File: src/rtl/edf_task_dispatcher_core_macros.svh
// Assertion macros for the earliest-deadline-first dispatcher.
// The macros use the clk and rst_n names of the including module.
`ifndef EDF_TASK_DISPATCHER_CORE_MACROS_SVH
`define EDF_TASK_DISPATCHER_CORE_MACROS_SVH
`ifndef SYNTHESIS
`define EDF_CHK_NOW(label, cond) \
  label: assert property (@(posedge clk) disable iff (!rst_n) (cond)) \
    else $error("dispatcher check failed");
`define EDF_CHK_NEXT(label, ante, cons) \
  label: assert property (@(posedge clk) disable iff (!rst_n) (ante) |=> (cons)) \
    else $error("dispatcher sequencing check failed");
`else
`define EDF_CHK_NOW(label, cond)
`define EDF_CHK_NEXT(label, ante, cons)
`endif
`endif

File: src/rtl/edf_pkg.sv
// Shared types and constants of the earliest-deadline-first dispatcher.
// No dependencies; used by edf_cfg_regs and edf_task_dispatcher_core.
`default_nettype none
package edf_pkg;

  localparam int unsigned MAX_TASKS = 4;
  localparam int unsigned TIME_W    = 32;
  localparam int unsigned CFG_W     = 16;
  localparam int unsigned CFG_IDX_W = 3;
  localparam int unsigned TASK_W    = 2;

  // Register index map: periods first, relative deadlines after them.
  localparam logic [CFG_IDX_W-1:0] CFG_PERIOD_TASK0 = 3'd0;
  localparam logic [CFG_IDX_W-1:0] CFG_REL_DL_TASK0 = 3'd4;

  localparam logic [MAX_TASKS-1:0][CFG_W-1:0] PERIOD_RST = {16'd0, 16'd2000, 16'd1500, 16'd1000};
  localparam logic [MAX_TASKS-1:0][CFG_W-1:0] REL_DL_RST = {16'd0, 16'd2000, 16'd1500, 16'd1000};

  typedef struct packed {
    logic [MAX_TASKS-1:0][CFG_W-1:0] period;
    logic [MAX_TASKS-1:0][CFG_W-1:0] rel_dl;
  } cfg_t;

  typedef enum logic [3:0] {
    S_IDLE = 4'b0001,
    S_SCAN = 4'b0010,
    S_LAST = 4'b0100,
    S_DONE = 4'b1000
  } state_t;

endpackage
`default_nettype wire

File: src/rtl/edf_cfg_regs.sv
// Configuration register bank: task periods and relative deadlines.
// Depends on edf_pkg.
`default_nettype none
module edf_cfg_regs (
  input  wire logic                          clk,
  input  wire logic                          rst_n,
  input  wire logic                          cfg_we,
  input  wire logic [edf_pkg::CFG_IDX_W-1:0] cfg_index,
  input  wire logic [edf_pkg::CFG_W-1:0]     cfg_wdata,
  output edf_pkg::cfg_t                      cfg
);
  import edf_pkg::*;

  cfg_t cfg_r;
  cfg_t cfg_nxt;

  always_comb begin
    cfg_nxt = cfg_r;
    if (cfg_we) begin
      // The upper index bit selects the deadline half of the map.
      if (cfg_index[CFG_IDX_W-1] == CFG_REL_DL_TASK0[CFG_IDX_W-1]) begin
        cfg_nxt.rel_dl[cfg_index[TASK_W-1:0]] = cfg_wdata;
      end else begin
        cfg_nxt.period[cfg_index[TASK_W-1:0]] = cfg_wdata;
      end
    end
  end

  always_ff @(posedge clk) begin
    if (!rst_n) begin
      cfg_r.period <= PERIOD_RST;
      cfg_r.rel_dl <= REL_DL_RST;
    end else begin
      cfg_r <= cfg_nxt;
    end
  end

  assign cfg = cfg_r;

endmodule
`default_nettype wire

File: src/rtl/edf_task_dispatcher_core.sv
// Channel  | Direction | Ports                                    | Handshake
// in       | input     | in_current_time                          | in_valid / in_stall
// out      | output    | out_dispatch_valid, out_dispatched_task  | out_valid / out_stall
// cfg      | input     | cfg_index, cfg_wdata                     | cfg_we
// Between one accepted word and the next, the block does one release-time memory
// read per task, one trailing compare and one write-back, then returns to idle,
// where the next word is taken; no new word is taken before then.
// The single-port release-time memory and its registered read set this sequence.
// Reset is synchronous; release times read as zero until first written.
// A result waiting on out_stall holds the write-back cycle; input is taken again after it.
// Depends on edf_pkg, edf_cfg_regs and edf_task_dispatcher_core_macros.svh.
`default_nettype none
module edf_task_dispatcher_core #(
  parameter int unsigned NUM_TASKS = 3
) (
  input  wire logic                          clk,
  input  wire logic                          rst_n,
  input  wire logic                          in_valid,
  output      logic                          in_stall,
  input  wire logic [edf_pkg::TIME_W-1:0]    in_current_time,
  output      logic                          out_valid,
  input  wire logic                          out_stall,
  output      logic                          out_dispatch_valid,
  output      logic [edf_pkg::TASK_W-1:0]    out_dispatched_task,
  input  wire logic                          cfg_we,
  input  wire logic [edf_pkg::CFG_IDX_W-1:0] cfg_index,
  input  wire logic [edf_pkg::CFG_W-1:0]     cfg_wdata
);
  import edf_pkg::*;
  `include "edf_task_dispatcher_core_macros.svh"

  localparam int unsigned IDX_W = (NUM_TASKS > 1) ? $clog2(NUM_TASKS) : 1;
  localparam logic [IDX_W-1:0] LAST_IDX = IDX_W'(NUM_TASKS - 1);

  cfg_t cfg;

  edf_cfg_regs u_cfg (
    .clk       (clk),
    .rst_n     (rst_n),
    .cfg_we    (cfg_we),
    .cfg_index (cfg_index),
    .cfg_wdata (cfg_wdata),
    .cfg       (cfg)
  );

  // Release-time store: synchronous memory plus per-entry valid bits for the reset value.
  logic [TIME_W-1:0]    mem [NUM_TASKS];
  logic [NUM_TASKS-1:0] vld_r;
  logic [TIME_W-1:0]    rd_data_r;
  logic                 rd_vld_r;
  logic [IDX_W-1:0]     rd_idx_r;
  logic                 cmp_en_r;

  state_t              state_r, state_nxt;
  logic [IDX_W-1:0]    rd_addr_r, rd_addr_nxt;
  logic [TIME_W-1:0]   now_r;
  logic                found_r, found_nxt;
  logic [IDX_W-1:0]    best_idx_r, best_idx_nxt;
  logic [TIME_W:0]     best_dl_r, best_dl_nxt;
  logic                out_valid_r, out_valid_nxt;
  logic                res_found_r;
  logic [TASK_W-1:0]   res_task_r;

  logic                in_acc;
  logic                out_free;
  logic                wb_go;
  logic [TIME_W-1:0]   rd_rel;
  logic [TASK_W-1:0]   rd_task;
  logic [TASK_W-1:0]   best_task;
  logic [TIME_W:0]     rd_dl;
  logic                take;
  logic [TIME_W-1:0]   new_release;

  assign in_stall = (state_r != S_IDLE);
  assign in_acc   = in_valid && !in_stall;
  assign out_free = !out_valid_r || !out_stall;
  assign wb_go    = (state_r == S_DONE) && out_free;

  assign rd_rel  = rd_vld_r ? rd_data_r : '0;
  assign rd_task = TASK_W'(rd_idx_r);
  assign rd_dl   = {1'b0, rd_rel} + {{(TIME_W + 1 - CFG_W){1'b0}}, cfg.rel_dl[rd_task]};
  // Strict less-than over an ascending scan keeps the lower index on a tie.
  assign take    = cmp_en_r && (now_r >= rd_rel) && (!found_r || (rd_dl < best_dl_r));

  assign best_task   = TASK_W'(best_idx_r);
  assign new_release = now_r + {{(TIME_W - CFG_W){1'b0}}, cfg.period[best_task]};

  always_comb begin
    state_nxt    = state_r;
    rd_addr_nxt  = rd_addr_r;
    found_nxt    = found_r;
    best_idx_nxt = best_idx_r;
    best_dl_nxt  = best_dl_r;
    if (take) begin
      found_nxt    = 1'b1;
      best_idx_nxt = rd_idx_r;
      best_dl_nxt  = rd_dl;
    end
    case (state_r)
      S_IDLE: begin
        if (in_acc) begin
          state_nxt   = S_SCAN;
          rd_addr_nxt = '0;
          found_nxt   = 1'b0;
        end
      end
      S_SCAN: begin
        if (rd_addr_r == LAST_IDX) begin
          state_nxt = S_LAST;
        end else begin
          rd_addr_nxt = rd_addr_r + IDX_W'(1);
        end
      end
      S_LAST: begin
        state_nxt = S_DONE;
      end
      S_DONE: begin
        if (out_free) begin
          state_nxt = S_IDLE;
        end
      end
      default: begin
        state_nxt = S_IDLE;
      end
    endcase
  end

  always_comb begin
    out_valid_nxt = out_valid_r;
    if (wb_go) begin
      out_valid_nxt = 1'b1;
    end else if (!out_stall) begin
      out_valid_nxt = 1'b0;
    end
  end

  always_ff @(posedge clk) begin
    if (!rst_n) begin
      state_r     <= S_IDLE;
      out_valid_r <= 1'b0;
      cmp_en_r    <= 1'b0;
      found_r     <= 1'b0;
      vld_r       <= '0;
    end else begin
      state_r     <= state_nxt;
      out_valid_r <= out_valid_nxt;
      cmp_en_r    <= (state_r == S_SCAN);
      found_r     <= found_nxt;
      if (wb_go && found_r) begin
        vld_r[best_idx_r] <= 1'b1;
      end
    end
  end

  // The write-back lands before the idle state, which comes ahead of the next word's first
  // read, so no access to an entry can overlap another and no forwarding path is needed.
  always_ff @(posedge clk) begin
    if (state_r == S_SCAN) begin
      rd_data_r <= mem[rd_addr_r];
      rd_vld_r  <= vld_r[rd_addr_r];
      rd_idx_r  <= rd_addr_r;
    end
    if (wb_go && found_r) begin
      mem[best_idx_r] <= new_release;
    end
  end

  always_ff @(posedge clk) begin
    rd_addr_r  <= rd_addr_nxt;
    best_idx_r <= best_idx_nxt;
    best_dl_r  <= best_dl_nxt;
    if (in_acc) begin
      now_r <= in_current_time;
    end
    if (wb_go) begin
      res_found_r <= found_r;
      res_task_r  <= found_r ? best_task : '0;
    end
  end

  assign out_valid           = out_valid_r;
  assign out_dispatch_valid  = res_found_r;
  assign out_dispatched_task = res_task_r;

  `EDF_CHK_NEXT(a_accept_starts_scan, in_acc, (state_r == S_SCAN) && !found_r)
  `EDF_CHK_NOW(a_cmp_in_scan, !cmp_en_r || (state_r == S_SCAN) || (state_r == S_LAST))
  `EDF_CHK_NOW(a_idle_task_zero, !out_valid_r || res_found_r || (res_task_r == '0))
  `EDF_CHK_NEXT(a_wb_sets_valid, wb_go && found_r, vld_r[$past(best_idx_r)])

endmodule
`default_nettype wire

File: config.mk
export PLATFORM = sky130hd
export DESIGN_NAME = edf_task_dispatcher_core
export DESIGN_NICKNAME = d
export VERILOG_FILES = /design/src/rtl/edf_pkg.sv /design/src/rtl/edf_cfg_regs.sv /design/src/rtl/edf_task_dispatcher_core.sv
export VERILOG_INCLUDE_DIRS = /design/src /design/src/rtl
export SDC_FILE = /design/constraint.sdc
export NUM_CORES = 1
export LEC_CHECK = 0
export BUFFER_PORTS_ARGS = -buffer_cell sky130_fd_sc_hd__buf_4
export CORE_ASPECT_RATIO = 0.5
export CORE_MARGIN = 1
export CORE_UTILIZATION = 50
export DETAILED_ROUTE_END_ITERATION = 16
export HOLD_SLACK_MARGIN = 0.1
export PLACE_DENSITY = 0.77
export SYNTH_ARGS = -nofsm -noshare
export SYNTH_HDL_FRONTEND = slang
export SYNTH_SLANG_ARGS = --single-unit
export TNS_END_PERCENT = 5
File: constraint.sdc
create_clock -name clk -period 8.9 [get_ports clk]
set_clock_uncertainty 0.15 [all_clocks]
set_input_delay 0.89 -clock clk [delete_from_list [all_inputs] [get_ports clk]]
set_output_delay 0.89 -clock clk [all_outputs]
set_load 0.03 [all_outputs]
==> Word-level counts from Yosys, hierarchy flattened <==
Memory sizes are Yosys's and may differ from the RTL's. A register that Yosys moved wholly into a read port is not among the register bits.
Cells that the tools add are included.
{ "op_classes": {"reduce_logical": 18, "bitwise": 2, "mul": 0, "eq_ne": 11, "n_shift": 0, "div_mod_pow": 0, "magnitude_cmp": 8, "n_addsub": 3, "muxes": 27} }
{ "op_table": {"columns": ["op", "count"], "rows": [
  ["64-bit bitwise mux", 2],
  ["16-bit binary-select mux with 2-bit select", 2],
  ["16-bit 2-to-1 mux", 3],
  ["32-bit by 16-bit adder with 33-bit output", 1],
  ["33-bit < comparator", 1],
  ["32-bit by 16-bit adder with 32-bit output", 1],
  ["16-bit demux with 2-bit select", 1],
  ["32-bit greater-or-equal comparator", 1],
  ["32-bit 2-to-1 mux", 1],
  ["4-bit one-hot mux with 4 select lines", 1],
  ["2-bit by 3-bit < comparator with 1-bit output (second input constant)", 4],
  ["4-bit 2-to-1 mux", 3],
  ["1-bit 2-to-1 mux", 9],
  ["2-bit inequality test (second input constant)", 4],
  ["1-bit logical AND", 7],
  ["3-bit AND reduction", 2],
  ["4-bit by 1-bit equality test with 1-bit output (second input constant)", 1],
  ["4-bit by 2-bit equality test with 1-bit output (second input constant)", 1],
  ["4-bit by 3-bit equality test with 1-bit output (second input constant)", 1],
  ["4-bit equality test (second input constant)", 1],
  ["2-bit by 1-bit greater-or-equal comparator with 1-bit output (second input constant)", 2],
  ["1-bit logical NOT", 4],
  ["2-bit 2-to-1 mux", 2],
  ["4-bit by 1-bit inequality test with 1-bit output (second input constant)", 1],
  ["11 further kinds", 13]
]} }
{ "totals": {"rom_bits": 0, "output_inout_bits": 5, "ramBits": 96, "memories": 1, "inputBits": 56, "latchBits": 0, "wordCells": 91, "ff_bits": 213} }
{ "memory_table": {"columns": ["memory", "depth", "word_bits", "read_ports", "rd_ports_with_merged_regs", "wr", "line_no", "rtl"], "rows": [
  ["mem", 3, 32, 1, 1, 1, "edf_task_dispatcher_core.sv:47", "logic [TIME_W-1:0] mem [NUM_TASKS];"]
]} }

==> Logic depth before layout (Yosys ltp) <==
Gate-level depths: netlist of run 1.
{ "logic_depth": {"depth_word": 9, "ltp_mapped": 22, "ltp_nobuf": 18} }

==> Modules after synthesis <==
From an unflattened synthesis of run 1, not the netlist that was laid out.
{ "hier_totals": {"cells_unflattened": 1406, "hier_area_um2": 16609.7} }
{ "by_module_without_submodules": {"columns": ["mod", "instances", "area_per_inst_um2", "cells_each"], "rows": [
  ["edf_task_dispatcher_core", 1, 11801.3, 952],
  ["edf_cfg_regs", 1, 4808.4, 454]
]} }

==> Worst setup path after synthesis of run 1 <==
Ideal clock, no wire load.
{ "synth_path": {"path_kind": "register to register", "from": "register rd_idx_r[0]", "to": "register best_dl_r[0] (enable)", "path_stages_with_launch": 18, "n_path_buf": 3, "period_less_slack_ps": 6199, "t_arrival_ps": 5655, "setup_time_ps": 394, "required_ps": 8356, "setup_slack_ps": 2701, "path_cell_list": "edfxtp_1 > clkbuf_1 > buf_1 > mux4_2 > ha_1 > clkbuf_2 > a2111o_1 > a22o_1 > a31o_2 > a21oi_1 > xnor2_1 > ha_1 > a21oi_1 > nor2_1 > a2111oi_0 > o31ai_1 > a2111oi_0 > o21a_1"} }
{ "synth_between": {"elab_chain_len": 6} }
{ "synth_rtl": {"columns": ["item", "line_no", "rtl"], "rows": [
  ["from (decl)", "edf_task_dispatcher_core.sv:51", "logic [IDX_W-1:0] rd_idx_r;"],
  ["from (signal assigned)", "edf_task_dispatcher_core.sv:161", "rd_idx_r <= rd_addr_r;"],
  ["16-bit binary-select mux with 2-bit select", "edf_task_dispatcher_core.sv:81", "assign rd_dl = {1'b0, rd_rel} + {{(TIME_W + 1 - CFG_W){1'b0}}, cfg.rel_dl[rd_task]};"],
  ["16-bit 2-to-1 mux (not written as such)", "edf_task_dispatcher_core.sv:81", null],
  ["32-bit by 16-bit adder with 33-bit output", "edf_task_dispatcher_core.sv:81", null],
  ["net rd_dl[14]", "edf_task_dispatcher_core.sv:70", "logic [TIME_W:0] rd_dl;"],
  ["33-bit < comparator", "edf_task_dispatcher_core.sv:83", "assign take = cmp_en_r && (now_r >= rd_rel) && (!found_r || (rd_dl < best_dl_r));"],
  ["1-bit logical OR", "edf_task_dispatcher_core.sv:83", null],
  ["1-bit logical AND", "edf_task_dispatcher_core.sv:83", null],
  ["net take", "edf_task_dispatcher_core.sv:71", "logic take;"],
  ["to (signal assigned)", "edf_task_dispatcher_core.sv:171", "best_dl_r <= best_dl_nxt;"],
  ["to (decl)", "edf_task_dispatcher_core.sv:59", "logic [TIME_W:0] best_dl_r, best_dl_nxt;"]
]} }
The timed path passes the listed nets, and every way through them passes these cells. The select of a mux whose other input is x is not followed.
A chain may end at the register's enable or synchronous reset.

==> Final worst setup path of run 1 <==
{ "layout_path": {"from": "register rd_idx_r[1]", "to": "register best_dl_r[7] (enable)"} }
Same word-level chain as after synthesis.

==> results.txt, run 1 <==
status = completed
Layout Nets = 1722
ys async rst share = 0
Netlist Area Pre-Place = 16400 µm²
main area contributors after synthesis = edfxtp_1, dfxtp_1, nand2_1
min Tclk post-route = 6.51 ns
r2r setup slk = 2.39 ns
initial drt markers = 883
most common cell in the netlist = nand2_1
vias in the first global route = 11084
wl on met1 = 16.9 mm
YS warnings = 0
DP Area = 17300 µm²
met3 WL post-DR = 2.23 mm
sequential fraction of the synthesis area = 0.539
Detail Route Antenna Nets = 0
ratio of cells with drive above 1 in the final layout = 0.112
Hold Path Origin = u_cfg.cfg[77]$_SDFFE_PN0P_
Commonest cells post-synth = nand2_1, edfxtp_1, dfxtp_1, ha_1, a21boi_0
first-pass GRT wire length = 59.6 mm
die height = 130 µm
Avg Inst Size Synth = 10.8 µm²
WP data required = 8.93 ns
Post-synth top flop = edfxtp_1
post-DP HPWL = 25.1 mm
number of vias per cell = 5.64
Vias = 11412
worst slew pin tran = 1.23 ns
cell area after layout = 18400 µm²
total CTS buffers = 34
final setup fails = 0
Max Cap Viol = 0
Final Cycle Share = 0.732
post-synth net total = 1679
CP Launch Type = register
crit-path cells = mux4_2 -> ha_1 -> fa_1 -> a211oi_1 -> o21bai_1 -> a2111o_1 -> a22o_1 -> a31o_2 -> a21oi_1 -> xnor2_1 -> ha_1 -> nand4_1 -> a21oi_1 -> a2111oi_0 -> o31ai_1 -> a2111oi_0 -> o21a_1 -> buf_4
Final Max Slew Viols = 0
hold bufs inserted after CTS = 0
total congestion overflow = 0
crit path buf inv count = 1
Core ar. = 32000 µm²
Clock Latency Late Sink = 0.53 ns
Area Overhead vs Synth = 11.7%
final wirelength = 38.0 mm
Worst VDD drop = 0.0000881 V
Post-Layout Cell Count = 2024
Pwr Total = 3.45 mW
Fmax = 154 MHz
Die Width = 259 µm
GR Util All Layers = 0.229
type of the worst min-delay path = reg -> reg
RSZ-0062 raised after global routing = no
top-area cell type share of the netlist area = 0.371
Yosys reg bits = 341
Routed wire per std cell = 18.8 µm
GP Congestion = 0.882
Lkg Pwr = 7.02 nW
Crit. End Element = register
H-tree levels = 2
initial antenna violation count = 0
largest net degree at the start of global routing = 111
Util after Layout = 0.574
Final WS setup = 2.39 ns
FP Rows = 46
CTS Sinks = 341
Fin. Hold Viols = 0
final hold slack = 0.315 ns
pre-CTS setup slack = 2.48 ns
critical path class = reg -> reg
number of fill cells = 2634
Setup Total Neg Slack = 0 ns
IO Port Bufs = 60
CTS resizes = 0
CTS tree = built
top layer in use = met4
I/O pin total = 61
TritonRoute pass-1 iters = 8
cells after synthesis = 1524
count of cell types in the netlist = 62
area leader, netlist = edfxtp_1
Critical Path Source = rd_idx_r[1]$_DFFE_PP_
clock-pin slew on the worst setup and hold paths = 0.07 ns
Worst path slowest cell = edfxtp_1
maximum clock path buffer count = 3
Slew HR = 0.178
met2 routed WL = 18.1 mm
# diodes = 0
Critical Path Max Stage Delay = 0.86 ns
Root Buffer = clkbuf_16
number of synthesized flops with an enable pin = 203
drt drc = 0
Initial Utilization = 0.514
die area = 33700 µm²
Setup Fix Bufs, Post-CTS = 0
Max FO, Critical Path = 25
P per Cell Area = 188 nW/µm²
arrival time worst endpoint = 6.54 ns
CP top delay family = compound AO/OA/AOI/OAI gates
reg2reg start = rd_idx_r[1]$_DFFE_PP_
placed cell count = 1963
kinds of logic (layout without fill, tap and decap cells):
family	count (synthesis)	in the layout	share of synthesized area
mux	66	66	0.0645
simple gates	550	550	0.146
xor+xnor	56	56	0.0298
compound gates	276	276	0.113
buf+inv	136	204	0.0325
fa+ha+maj	99	99	0.0762
flops	341	341	0.539
path summary, 6_finish.rpt:
check	end	depth (start not counted)
setup / recovery	best_dl_r[7]$_DFFE_PP_	18
hold / removal	u_cfg.cfg[77]$_SDFFE_PN0P_	2
setup reg to reg	best_dl_r[7]$_DFFE_PP_	18
hold reg to reg	u_cfg.cfg[77]$_SDFFE_PN0P_	2
layout by cell type, fill, tap and decap left out, types with 10 or more instances in the layout:
| cell | instances |
|---|---|
| clkbuf_16 | 35 |
| ha_1 | 97 |
| buf_4 | 80 |
| dfxtp_1 | 138 |
| mux4_2 | 32 |
| nor3_1 | 10 |
| inv_1 | 63 |
| nor2_1 | 41 |
| nand2_1 | 357 |
| a21boi_0 | 91 |
| nand3_1 | 66 |
| a21oi_1 | 44 |
| nand2b_1 | 11 |
| xnor2_1 | 47 |
| nand4_1 | 15 |
| a21o_1 | 18 |
| o21ai_0 | 60 |
| mux2i_1 | 34 |
| edfxtp_1 | 203 |
where the power goes:
part           internal [mW]  switching (mW)  total, mW
Clock                  0.777           0.609       1.39
Combinational          0.123           0.188      0.310
Sequential              1.72          0.0296       1.75
Total                   2.62           0.826       3.45
area by class of cell:
cell class	instances	area (µm²)	share of cell area
Sequential cell	341	8860	0.482
Multi-Input combinational cell	1047	7080	0.385
Clock buffer	46	941	0.0512
Timing Repair Buffer	80	601	0.0327
Tap cell	432	541	0.0294
Inverter	63	236	0.0129
Clock inverter	15	113	0.00613
layer usage:
metal | vias up | GRT usage
met1 | 5511 | 0.305
li1 | 5512 | -
met5 | - | 0
met2 | 321 | 0.387
met4 | 0 | 0.0654
met3 | 68 | 0.0390
worst reg2reg max path, stage by stage (launching register included):
cell	delay, ns
edfxtp_1	0.86
mux4_2	0.42
ha_1	0.24
fa_1	0.43
a211oi_1	0.26
o21bai_1	0.14
a2111o_1	0.44
a22o_1	0.27
a31o_2	0.27
a21oi_1	0.17
xnor2_1	0.16
ha_1	0.28
nand4_1	0.13
a21oi_1	0.05
a2111oi_0	0.35
o31ai_1	0.17
a2111oi_0	0.43
o21a_1	0.50
buf_4	0.42
registers in the layout, summed over array words and instances (netlist names), 2 cells and up:
| name | cells |
|---|---|
| best_dl_r | 33 |
| out_dispatched_task | 2 |
| rd_idx_r | 2 |
| state_r | 4 |
| vld_r | 3 |
| now_r | 32 |
| best_idx_r | 2 |
| rd_data_r | 32 |
| rd_addr_r | 2 |
| u_cfg.cfg | 128 |
| mem | 96 |
(Power assumes the default switching activity.)
==> run 2: changes to the inputs <==
==> constraint.sdc (replaced) <==
create_clock -name clk -period 6.1 [get_ports clk]
set_clock_uncertainty 0.15 [all_clocks]
set_input_delay 0.61 -clock clk [delete_from_list [all_inputs] [get_ports clk]]
set_output_delay 0.61 -clock clk [all_outputs]
set_load 0.03 [all_outputs]
==> results.txt, run 2 (synthesis results as in run 1) <==
clock-pin slew on the worst setup and hold paths = 0.07 ns
vias in the first global route = 11301
most common cell after layout, fill and taps aside = nand2_1
Core ar. = 32000 µm²
final wirelength = 39.2 mm
P per Cell Area = 274 nW/µm²
total congestion overflow = 0
end of the critical path = best_dl_r[8]$_DFFE_PP_
WP data required = 6.21 ns
Area Overhead vs Synth = 14.4%
Final Max Slew Viols = 0
number of vias per cell = 5.68
reg2reg end = best_dl_r[8]$_DFFE_PP_
Fmax = 172 MHz
status = completed
final setup fails = 0
type of the worst min-delay path = in -> reg
TritonRoute pass-1 iters = 7
Routed wire per std cell = 19.0 µm
Vias = 11699
Hold Path Origin = cfg_wdata[7]
Detail Route Antenna Nets = 0
Fin. Hold Viols = 0
Max FO, Critical Path = 19
maximum clock path buffer count = 3
pre-CTS setup slack = 0.277 ns
worst slew pin tran = 0.906 ns
Util after Layout = 0.588
CTS Sinks = 341
min Tclk post-route = 5.83 ns
Root Buffer = clkbuf_16
Layout Nets = 1761
Die Width = 259 µm
initial drt markers = 1043
post-DP HPWL = 25.7 mm
Clock Latency Late Sink = 0.59 ns
Pwr Total = 5.16 mW
Slew HR = 0.396
die height = 130 µm
die area = 33700 µm²
I/O pin total = 61
IO Port Bufs = 60
reg2reg start = rd_idx_r[0]$_DFFE_PP_
H-tree levels = 1
FP Rows = 46
r2r setup slk = 0.27 ns
largest net degree at the start of global routing = 92
max reg flops = 128
final hold slack = 0.172 ns
Worst VDD drop = 0.000205 V
initial antenna violation count = 0
CP Launch Type = register
critical path class = reg -> reg
CTS tree = built
GP Congestion = 0.865
Setup Total Neg Slack = 0 ns
Max Cap Viol = 0
total CTS buffers = 31
commonest cells after routing, fill and taps aside = nand2_1, edfxtp_1, dfxtp_1
Final WS setup = 0.273 ns
# diodes = 0
Crit. End Element = register
R2R cell count = 17
drt drc = 0
Lkg Pwr = 7.22 nW
ratio of cells with drive above 1 in the final layout = 0.115
arrival time worst endpoint = 5.94 ns
Final Cycle Share = 0.955
Critical Path Source = rd_idx_r[0]$_DFFE_PP_
first-pass GRT wire length = 61.0 mm
Initial Utilization = 0.514
GR Util All Layers = 0.233
[run 2: layout make-up]
class	count	area [µm²]
timing repair buffer	122	1010
tap	432	541
multi-input combinational	1047	7070
inverter	63	236
fill	2607	13200
clock buffer	39	878
sequential	341	8860
clock inverter	17	225
[run 2: stage by stage]
stage                     cells  instance area [µm²]
after global routing       2061                18800
after floorplan            1524                16400
after global placement     1967                17300
after detailed placement   1967                17300
final                      2061                18800
after CTS                  2056                18800
[run 2: worst min path at each step]
stage	endpoint	slack, ns	depth (start not counted)
floorplan	best_idx_r[0]$_DFFE_PP_	0.27	0
global placement	u_cfg.cfg[105]$_SDFFE_PN1P_	0.30	2
detailed placement	u_cfg.cfg[105]$_SDFFE_PN1P_	0.30	2
CTS	u_cfg.cfg[7]$_SDFFE_PN1P_	0.15	3
global route	u_cfg.cfg[6]$_SDFFE_PN1P_	0.18	3
finish	u_cfg.cfg[7]$_SDFFE_PN1P_	0.17	3
[run 2: power by group]
part,leakage [nW],switching (mW),internal (mW),total (mW)
combinational,3.71,0.279,0.194,0.473
clock,0.538,0.896,1.23,2.13
sequential,2.97,0.0443,2.52,2.56
total,7.22,1.22,3.94,5.16
[run 2: worst max-delay path: stages, from the launching register on]
cell	delay, ns
edfxtp_1	0.44
mux4_2	0.55
ha_1	0.25
fa_1	0.44
a211oi_1	0.27
o21bai_1	0.13
a2111o_1	0.45
a22o_1	0.27
a31oi_4	0.33
xor2_1	0.24
ha_1	0.30
nand4_1	0.13
a21oi_1	0.06
a2111oi_1	0.43
o31ai_1	0.17
a2111oi_1	0.42
o21a_2	0.22
buf_6	0.22
[run 2: repair_timing]
action,CTS,global route
gates resized for setup,0,4
setup endpoints to repair,0,35
setup buffers,0,5
endpoints found under the hold margin,33,0
hold buffers,33,0
[run 2: layer usage]
metal / track usage / up-vias / wire, µm
li1: - / 5598 / -
met1: 0.310 / 5667 / 17200
met2: 0.392 / 365 / 18500
met3: 0.0449 / 69 / 2510
met4: 0.0682 / 0 / 1040
met5: 0 / - / 0
